`config.mk`:
```
export PLATFORM = sky130hd
export DESIGN_NAME = lroa_seg_check
export DESIGN_NICKNAME = d
export VERILOG_FILES = /design/src/rtl/core/lroa_pkg.sv /design/src/rtl/core/lroa_seg_check.sv
export SDC_FILE = /design/constraint.sdc
export NUM_CORES = 2
export LEC_CHECK = 0
export ABC_CLOCK_PERIOD_IN_PS = 10530
export BUFFER_PORTS_ARGS = -buffer_cell sky130_fd_sc_hd__buf_2
export CORE_UTILIZATION = 40
export CTS_CLUSTER_DIAMETER = 150
export DETAILED_ROUTE_END_ITERATION = 16
export GPL_TIMING_DRIVEN = 0
export PLACE_DENSITY = 0.62
export SLEW_MARGIN = 0
export SYNTH_ARGS = -nofsm -noshare
export SYNTH_HDL_FRONTEND = slang
export SYNTH_SLANG_ARGS = --single-unit
export TNS_END_PERCENT = 1
```
`constraint.sdc`:
```
create_clock -name clock -period 10.53 [get_ports clock]
set_input_delay 1.053 -clock clock [delete_from_list [all_inputs] [get_ports clock]]
set_output_delay 1.053 -clock clock [all_outputs]
set_load 0.01 [all_outputs]
```
`src/rtl/core/lroa_pkg.sv`:
```
// ----------------------------------------------------------------------------
// lroa_pkg
// Types, constants and tables shared by the L-route obstacle avoidance block.
// ----------------------------------------------------------------------------
package lroa_pkg;

   localparam int MAX_OBSTACLES_DEF = 64;
   localparam int FRAC_BITS_DEF     = 4;

   localparam int COORD_W = 16;
   localparam int SIZE_W  = 15;
   localparam int CLR_W   = 12;
   localparam int CNT_W   = 7;
   localparam int SKIP_W  = 7;
   localparam int IDX_W   = 6;
   // wide internal coordinate: 16-bit coords plus offsets, sizes and clearance
   localparam int WIDE_W  = 20;

   localparam int NUM_FRAC = 5;
   localparam int NUM_OFFS = 7;

   localparam logic CSR_CLEARANCE = 1'b0;
   localparam logic CSR_COUNT     = 1'b1;

   localparam logic KIND_LOAD  = 1'b0;
   localparam logic KIND_QUERY = 1'b1;

   typedef logic signed [WIDE_W-1:0] wide_type;

   typedef enum logic [2:0] {
      ST_IDLE,
      ST_SETUP,
      ST_MUL,
      ST_SEG,
      ST_SCAN,
      ST_NEXT,
      ST_DONE
   } state_type;

   typedef struct packed {
      logic                    start;
      logic signed [WIDE_W-1:0] ax;
      logic signed [WIDE_W-1:0] ay;
      logic signed [WIDE_W-1:0] bx;
      logic signed [WIDE_W-1:0] by;
   } seg_req_type;

   typedef struct packed {
      logic busy;
      logic done;
      logic blocked;
   } seg_rsp_type;

   function automatic logic [7:0] frac_q8(input logic [2:0] k);
      case (k)
         3'd0:    frac_q8 = 8'd128;
         3'd1:    frac_q8 = 8'd179;
         3'd2:    frac_q8 = 8'd77;
         3'd3:    frac_q8 = 8'd205;
         default: frac_q8 = 8'd51;
      endcase
   endfunction

   // offset pass 0 is none, passes 1..6 are the pixel offsets
   function automatic logic signed [8:0] offset_px(input logic [2:0] o);
      case (o)
         3'd1:    offset_px = 9'sd30;
         3'd2:    offset_px = 9'sd60;
         3'd3:    offset_px = 9'sd100;
         3'd4:    offset_px = -9'sd30;
         3'd5:    offset_px = -9'sd60;
         3'd6:    offset_px = -9'sd100;
         default: offset_px = 9'sd0;
      endcase
   endfunction

endpackage

```
`src/rtl/core/lroa_seg_check.sv`:
```
// ----------------------------------------------------------------------------
// lroa_seg_check
// Checks one segment against the obstacle table, one entry per cycle.
// ----------------------------------------------------------------------------
module lroa_seg_check #(
   parameter int MAX_OBSTACLES = 64,
   parameter int FRAC_BITS     = 4
) (
   input  logic                     clock,
   input  logic                     reset,
   input  lroa_pkg::seg_req_type    seg_req,
   output lroa_pkg::seg_rsp_type    seg_rsp,
   input  logic                     wr_en,
   input  logic [((MAX_OBSTACLES > 1) ? $clog2(MAX_OBSTACLES) : 1)-1:0] wr_addr,
   input  logic [63:0]              wr_data,
   input  logic [lroa_pkg::CLR_W-1:0] clearance,
   input  logic [$clog2(MAX_OBSTACLES+1)-1:0] count,
   input  logic signed [lroa_pkg::SKIP_W-1:0] skip_a,
   input  logic signed [lroa_pkg::SKIP_W-1:0] skip_b
);
   import lroa_pkg::*;

   localparam int AW = (MAX_OBSTACLES > 1) ? $clog2(MAX_OBSTACLES) : 1;
   localparam int NW = $clog2(MAX_OBSTACLES + 1);

   logic [63:0] mem [MAX_OBSTACLES];
   logic [63:0] rd_ff;

   logic          busy_ff, busy_in;
   logic          rdv_ff, rdv_in;
   logic          done_ff, done_in;
   logic          blk_ff, blk_in;
   logic [NW-1:0] addr_ff, addr_in;
   logic [NW-1:0] chk_ff, chk_in;
   wide_type      lx_ff, ly_ff, hx_ff, hy_ff;
   wide_type      lx_in, ly_in, hx_in, hy_in;

   always_ff @(posedge clock) begin
      if (wr_en) mem[wr_addr] <= wr_data;
      rd_ff <= mem[addr_ff[AW-1:0]];
   end

   wide_type ex, ey, ex2, ey2, c;
   logic     skip, hit;
   always_comb begin
      c   = wide_type'({1'b0, clearance});
      ex  = wide_type'($signed(rd_ff[63:48])) - c;
      ey  = wide_type'($signed(rd_ff[47:32])) - c;
      ex2 = wide_type'($signed(rd_ff[63:48])) + wide_type'({1'b0, rd_ff[30:16]}) + c;
      ey2 = wide_type'($signed(rd_ff[47:32])) + wide_type'({1'b0, rd_ff[14:0]}) + c;
      skip = ($signed({1'b0, chk_ff}) == skip_a) || ($signed({1'b0, chk_ff}) == skip_b);
      hit  = (lx_ff < ex2) && (hx_ff > ex) && (ly_ff < ey2) && (hy_ff > ey) && !skip;
   end

   always_comb begin
      busy_in = busy_ff;
      rdv_in  = 1'b0;
      done_in = 1'b0;
      blk_in  = blk_ff;
      addr_in = addr_ff;
      chk_in  = chk_ff;
      lx_in = lx_ff; ly_in = ly_ff; hx_in = hx_ff; hy_in = hy_ff;
      if (seg_req.start) begin
         // box is [min, max+one) in each dimension
         lx_in = (seg_req.ax < seg_req.bx) ? seg_req.ax : seg_req.bx;
         ly_in = (seg_req.ay < seg_req.by) ? seg_req.ay : seg_req.by;
         hx_in = ((seg_req.ax < seg_req.bx) ? seg_req.bx : seg_req.ax)
                 + wide_type'(1 << FRAC_BITS);
         hy_in = ((seg_req.ay < seg_req.by) ? seg_req.by : seg_req.ay)
                 + wide_type'(1 << FRAC_BITS);
         blk_in  = 1'b0;
         addr_in = '0;
         if (count == '0) begin
            done_in = 1'b1;
         end else begin
            busy_in = 1'b1;
         end
      end else if (busy_ff) begin
         if (rdv_ff && hit) begin
            blk_in  = 1'b1;
            busy_in = 1'b0;
            done_in = 1'b1;
         end else if (rdv_ff && (chk_ff == count - NW'(1))) begin
            busy_in = 1'b0;
            done_in = 1'b1;
         end else if (addr_ff < count) begin
            rdv_in  = 1'b1;
            chk_in  = addr_ff;
            addr_in = addr_ff + NW'(1);
         end
      end
   end

   always_ff @(posedge clock) begin
      if (reset) begin
         busy_ff <= 1'b0;
         rdv_ff  <= 1'b0;
         done_ff <= 1'b0;
      end else begin
         busy_ff <= busy_in;
         rdv_ff  <= rdv_in;
         done_ff <= done_in;
      end
      blk_ff  <= blk_in;
      addr_ff <= addr_in;
      chk_ff  <= chk_in;
      lx_ff <= lx_in; ly_ff <= ly_in; hx_ff <= hx_in; hy_ff <= hy_in;
   end

   assign seg_rsp.busy    = busy_ff;
   assign seg_rsp.done    = done_ff;
   assign seg_rsp.blocked = blk_ff;

   a_done_idle: assert property (@(posedge clock) disable iff (reset)
      done_ff |-> !busy_ff) else $error("segment done while busy");
   a_rdv_busy: assert property (@(posedge clock) disable iff (reset)
      rdv_ff |-> busy_ff) else $error("read valid outside scan");
   a_chk_range: assert property (@(posedge clock) disable iff (reset)
      rdv_ff |-> chk_ff < count) else $error("checked entry beyond count");
endmodule

```
# ---- After elaboration in Yosys (flattened, before gate mapping)
# Memories as Yosys holds them, arrays and structs flattened. A register that Yosys moved wholly into a read port is not among the register bits.
# Cells that the tools add are included.
# Widths: inputs -> output; s select.
dict set report word_totals {
  n_memories 1
  wordCells 66
  ram_bits 4096
  inputBits 187
  regBits 98
}
dict set report op_classes {
  n_reduce_logical 13
  n_bitwise 4
  addsub 10
  n_mux 17
  n_eq_ne 4
  order_cmp 7
}
# memory depth word_bits rd rd_clocked_by_memory_dff wr line
set mem_list {}
lappend mem_list {mem 64 64 1 1 1 lroa_seg_check.sv:26} ;# logic [63:0] mem [MAX_OBSTACLES];
# operator count
set ops {}
lappend ops {{$mux 20} 4}
lappend ops {{$add 20x6->20 const B} 2}
lappend ops {{$gt 20x17->1} 2}
lappend ops {{$lt 20x18->1} 2}
lappend ops {{$lt 20x20->1} 2}
lappend ops {{$add 17x13->18} 2}
lappend ops {{$add 16x16->17} 2}
lappend ops {{$sub 16x13->17} 2}
lappend ops {{$eq 8x7->1} 2}
lappend ops {{$mux 1} 13}
lappend ops {{$add 7x1->7 const B} 1}
lappend ops {{$eq 7x7->1} 1}
lappend ops {{$logic_not 7->1} 1}
lappend ops {{$lt 7x7->1} 1}
lappend ops {{$sub 7x1->7 const B} 1}
lappend ops {{$logic_and 1x1->1} 6}
lappend ops {{$reduce_and 5->1} 1}
lappend ops {{$reduce_or 5->1} 1}
lappend ops {{$not 1->1} 4}
lappend ops {{$reduce_and 4->1} 1}
lappend ops {{$ne 2x2->1 const B} 1}
lappend ops {{$reduce_and 2->1} 1}
lappend ops {{$logic_not 1->1} 1}
lappend ops {{$logic_or 1x1->1} 1}

# ---- Depth between registers and ports, before layout
dict set report logic_depth {
  word_depth 11
  mapped_depth 25
  ltp_nobuf 24
}

# ---- Least setup slack after synthesis
# Ideal clock, no wire load.
dict set report synth_path {
  path_kind {input to register}
  start {in clearance[1] (netlist name)}
  end {reg addr_ff[6]}
  path_stages 25
  t_arrival_ns 6.221
  path_slack_ns 4.185
  setup_ns 0.123
  cell_sequence {inv_1 > fa_1 > inv_1 > ha_1 > fa_1 > a21o_1 > a21oi_1 > o21bai_1 > a2111oi_0 > nor3_1 > a211o_1 > a31o_2 > a21oi_1 > xor2_1 > ha_1 > a21o_1 > nand2_1 > a31oi_1 > nor4_1 > o31a_1 > nor4b_2 > a41o_1 > buf_4 > nor4_2 > mux2_1}
}
dict set report synth_between {
  elab_chain_cells 9
}
# item line
set synth_lines {}
lappend synth_lines {{start: declaration} lroa_seg_check.sv:16} ;# input logic [lroa_pkg::CLR_W-1:0] clearance,
lappend synth_lines {{$add 17x13->18 / $sub 16x13->17 (equally long branches)} {lroa_seg_check.sv:49, lroa_seg_check.sv:47}}
lappend synth_lines {{$lt 20x18->1 / $gt 20x17->1 (equally long branches)} lroa_seg_check.sv:52} ;# hit = (lx_ff < ex2) && (hx_ff > ex) && (ly_ff < ey2) && (hy_ff > ey) && !skip;
lappend synth_lines {{$logic_and 1x1->1 (2 in a row)} lroa_seg_check.sv:52}
lappend synth_lines {{$logic_and 1x1->1 (*) (2 in a row)} lroa_seg_check.sv:52}
lappend synth_lines {{$logic_and 1x1->1 (*)} lroa_seg_check.sv:79} ;# if (rdv_ff && hit) begin
lappend synth_lines {{$not 1->1 (no line) (*)} -}
lappend synth_lines {{$reduce_and 4->1 (no line) (*)} -}
lappend synth_lines {{end signal: assignment} lroa_seg_check.sv:105} ;# addr_ff <= addr_in;
lappend synth_lines {{end: declaration} lroa_seg_check.sv:33} ;# logic [NW-1:0] addr_ff, addr_in;
# Every way passes the cells marked *; elsewhere a longest branch is shown, timed or not.
# A chain may end at the register's enable or synchronous reset.

# ---- Worst setup path after layout
dict set report layout_path {
  start {reg rd_ff[34], read port of mem}
  end {reg addr_ff[6]}
}
dict set report layout_between {
  elab_chain_cells 9
}
# item line
set layout_lines {}
lappend layout_lines {{start: declaration} lroa_seg_check.sv:27} ;# logic [63:0] rd_ff;
lappend layout_lines {{$add 16x16->17} lroa_seg_check.sv:50} ;# ey2 = wide_type'($signed(rd_ff[47:32])) + wide_type'({1'b0, rd_ff[14:0]}) + c;
lappend layout_lines {{$add 17x13->18} lroa_seg_check.sv:50}
lappend layout_lines {{$lt 20x18->1} lroa_seg_check.sv:52}
lappend layout_lines {{$logic_and 1x1->1} lroa_seg_check.sv:52}
lappend layout_lines {{$logic_and 1x1->1 (*) (2 in a row)} lroa_seg_check.sv:52}
lappend layout_lines {{$logic_and 1x1->1 (*)} lroa_seg_check.sv:79}
lappend layout_lines {{$not 1->1 (no line) (*)} -}
lappend layout_lines {{$reduce_and 4->1 (no line) (*)} -}
# Marked as above.

==> results.txt <==
The top cell type by area accounts for 74.9% of the synthesized area. The via count is 79000. The switching power total is around 8400 uW. The first global-routing pass estimated slightly above 600 mm of wire. Dividing the final minimum period by the clock period gives between 60 and 70%. For this run the aggregate overflow at the end of global routing stands at 0. The share of the yosys chip area belonging to registers came out at 75.8%. The number of global-route vias before repair came to 79600. Overall power consumption after layout is estimated at about 36000 uW. STA classifies the critical path startpoint as a flip-flop.

The final count of negative-setup-slack endpoints came out at 0. For this design, the sink count on the clock tree is 4128. The final critical path time including I/O delays and setup came out at 6.80 ns. The routed wirelength normalized by instance count is 32.5 um. The peak ir drop on the vdd network is about 150 uV. The core region area came out at approximately 0.40 mm2.

The clock-pin slew on the worst setup and hold paths came out at about 0.060 ns. The via-per-instance ratio is 5.83. Data on the critical path arrives at its endpoint at between 7 and 8 ns. The synthesized flop and latch total is 4128. The worst hold slack across all endpoints came out at a little over 0.3 ns.

Before antenna repair, the detailed router went through 8 iterations. The buffer count from post-CTS setup fixing is 0. For this run, the leading register cell type out of synthesis is edfxtp_1. The total number of placement rows is 233.

Timing analysis after detailed placement gives a worst setup slack of between 2 and 3 ns. The number of buffers inserted during clock tree synthesis is about 420. The worst setup path is captured at a flip-flop. TritonCTS built the clock tree. The cell sitting at the root of the clock tree is a clkbuf_16. The required arrival time at the worst endpoint is between 10 and 15 ns. The height of the die is 639 um. Setup repair after global routing left no endpoint under its margin.

After routing the design area is about 0.19 mm2. The number of pins exceeding their max-slew limit in the final report came to 0. The latest clock arrival within the worst-skew pair is ~0.98 ns.

The reported leakage power is between 0.05 and 0.06 uW. The post-route antenna net violation count came out at 0. The mapped netlist covers 0.163 mm2. The transition at the pin with the smallest max-transition slack is approximately 1.4 ns. The number of hold buffers added after cts is 0. The minimum setup slack in the final design came out at between 3 and 4 ns. The starting utilization of the core area came out at roughly two fifths. The worst-case reg-to-reg path depth is 22. The worst pin sits at a relative slew slack of approximately 4.6%. The die is 639 um wide. For this block, the routed nets add up to roughly 440 mm of wire. Based on the critical path, the design can be clocked at up to 147 MHz. The relative contribution of sequential cells to total power came out at 50.6%. The clock tree synthesis step divided the H-tree into 5 levels. The count of cells resized by post-cts repair came out at 0. The tightest min-delay check is of the in2reg type. After technology mapping, the gate count stands at 6949. The synthesis-to-finish area growth came out at 16.0%.

The power share of the combinational group came out at a little under a tenth. The Yosys step of the flow raised 0 warnings. The switching power share of the total is 23.0%. Yosys mapped a number of flops with a built-in enable equal to 4055.

Along the worst hold path, the cell count comes to 2. After detailed routing, the met2 layer carries approximately 220 mm of wire. The first-iteration detailed-routing DRC count is 9935.

Dividing total power by cell area gives a power density of slightly below 200 mW/mm2. Global routing used between 20% and 30% of the available tracks. The biggest area contributor in the post-synthesis netlist is edfxtp_1. The initial antenna violation count is 50. The maximum root-to-sink buffer count is 4.

Routed signal wires occupy layers up through met5. The number of DRC violations after detailed routing came out at 0. The clock skew is 0.0349 ns. After filler insertion, the fill cell instance count of the layout stands at approximately 33000. The detailed-placement wirelength estimate is between 300 and 400 mm. Entering global routing, the biggest net connects 65 pins. The area taken by multi-input logic gates is 0.0381 mm2. In the detailed route, the total length drawn on met3 is a little over 40 mm. Routability-driven placement finished with a final weighted congestion of around 0.85. The sequential cell area came out at ~0.12 mm2. The number of nets in the synthesized netlist is 7350. The max-cap violation count came out at 0.

The internal power of the cells is ~28000 uW. The share of power burned in the clock network came out at between 40% and 50%. The count of buffers inserted at the top-level ports is between 150 and 200. The area of the die is ~0.4 mm2. The number of unique standard cell types used by synthesis came out at 73. Ranked by total cell area, the synthesized netlist is headed by edfxtp_1 75%, mux4_2 18%, ha_1 1.4%, dfxtp_1 0.90%, clkbuf_1 0.43%. After detailed routing, the wire length on met1 is ~170 mm. In this run the mean area of a mapped cell was 23.4 um2. The final hold violation count is 0. The cell area reported after detailed placement is ~0.18 mm2.

The number of ports placed on the die boundary is 190. The fraction of layout instances using a drive strength above 1 is 30.7%. The net total in the final layout came out at 8165. The flow ran to the end, and the final reports show no timing, DRC or antenna violations. The fraction of registers with async set or reset after synthesis is 0%. The worst setup path is of the reg2reg kind. Along the worst path, the maximum fanout reaches 10.
==> final cells by class <==
class	count	area share, %
clock buffer	524	5.95
antenna	23	0.0305
sequential	4128	65.3
inverter	103	0.205
tap	5405	3.59
multi-input combinational	2395	20.2
clock inverter	249	1.23
buffer	323	0.726
timing repair buffer	394	2.76
==> registers in the layout (all words and copies together), names as in the netlist <==
signal / cells
busy_ff: 1
rdv_ff: 1
chk_ff: 7
mem: 3968
hy_ff: 20
hx_ff: 20
ly_ff: 20
rd_ff: 62
addr_ff: 7
blk_ff: 1
lx_ff: 20
done_ff: 1
==> power by group through the flow <==
stage	combinational, uW	clock (uW)	sequential (uW)
2_1_floorplan	2070	0	18600
3_3_place_gp	3230	0	18700
3_5_place_dp	3340	0	18700
4_1_cts	3360	14800	18400
5_1_grt	3580	15400	18400
6_report	3330	14600	18400
==> cells in the mapped netlist, types with 5 or more instances <==
| master | n |
|---|---|
| edfxtp_1 | 4055 |
| mux4_2 | 1302 |
| ha_1 | 186 |
| clkbuf_1 | 185 |
| nor2_1 | 127 |
| nand2_1 | 108 |
| inv_1 | 103 |
| o21ai_0 | 77 |
| buf_2 | 76 |
| xnor2_1 | 75 |
| dfxtp_1 | 73 |
| a21oi_1 | 70 |
| nand3_1 | 62 |
| buf_1 | 55 |
| xor2_1 | 49 |
| a21o_1 | 29 |
| fa_1 | 28 |
| nor3_1 | 27 |
| nand4_1 | 25 |
| and3_1 | 22 |
| mux2_2 | 19 |
| mux2i_1 | 18 |
| a211oi_1 | 16 |
| nand2b_1 | 13 |
| nor2b_1 | 12 |
| o21bai_1 | 11 |
| or3_1 | 11 |
| a211o_1 | 8 |
| o31ai_1 | 7 |
| and4_1 | 5 |
| nand4b_1 | 5 |
| nor4_1 | 5 |
==> layout by cell type, fill, tap and decap left out, types with 12 or more instances in the layout <==
cell        Yosys  routed
buf_6           3      19
nand4_1        25      25
clkinv_2        0      76
nor2_1        127      65
diode_2         0      23
mux2_2         19      19
nor2_4          0      62
clkbuf_8        0      21
buf_2          76     257
a21o_1         29      29
o21ai_0        77      77
nand2b_1       13      13
mux4_2       1302    1302
mux2i_1        18      18
and3_1         22      22
dfxtp_1        73      73
xor2_1         49      49
buf_16          0      26
buf_12          0     168
nor3_1         27      25
a211oi_1       16      16
a21oi_1        70      70
clkbuf_2        0      20
clkinvlp_4      0      13
nand3_1        62      62
inv_1         103     103
ha_1          186     186
clkinv_1        0      96
edfxtp_1     4055    4055
clkbuf_16       0     425
clkbuf_1      185     243
buf_1          55      55
nand2_1       108     108
nor2b_1        12      12
xnor2_1        75      75
fa_1           28      28
bufinv_16       0      32
==> cell families after synthesis <==
group,share of synthesized area (%)
and+or+nand+nor,1.32
DFF,75.8
adders and majority gates,1.78
xor gates and xnor gates,0.668
AOI/OAI and AO/OA,1.07
buffers and inverters,1.07
muxes,18.3
==> through the flow <==
stage               utilization [%]  std cells  TNS [ns]
finish                         46.7      13500         0
global route                   46.7      13500         0
CTS                            46.7      13500         0
detailed placement             43.3      12700         0
global placement               42.2      12500   -193.66
floorplan                         -       6949         0
==> path summary, 6_finish.rpt <==
check                                        startpoint                      end  slack (ns)
worst max-delay path                  rd_ff[34]$_DFF_P_  addr_ff[6]$_SDFFE_PP0P_        3.73
worst min-delay path                              reset       done_ff$_SDFF_PP0_        0.31
worst max register to register        rd_ff[34]$_DFF_P_  addr_ff[6]$_SDFFE_PP0P_        3.73
worst min register to register  addr_ff[2]$_SDFFE_PP0P_      chk_ff[2]$_DFFE_PP_        0.50
==> routing by layer <==
metal  GRT usage, %  vias up
met3           4.09      685
met5              0        -
met1           28.8    42800
met4           5.99       34
met2           35.6     3986
li1               -    31500
==> worst max-delay path, stage by stage (launching register included) <==
cell	delay, ns
dfxtp_1	0.80
fa_1	0.58
fa_1	0.43
a21o_1	0.17
a21oi_1	0.24
o21bai_1	0.11
a2111oi_0	0.42
nor3_1	0.20
a211o_1	0.31
a31o_2	0.25
a21oi_1	0.21
xor2_1	0.32
ha_1	0.31
a21o_1	0.17
nand2_1	0.06
a31oi_1	0.08
nor4_1	0.48
o31a_1	0.24
nor4b_2	0.40
a41o_1	0.33
buf_4	0.19
nor4_2	0.06
mux2_1	0.30
Note: power is estimated with default switching activity, not from simulation.
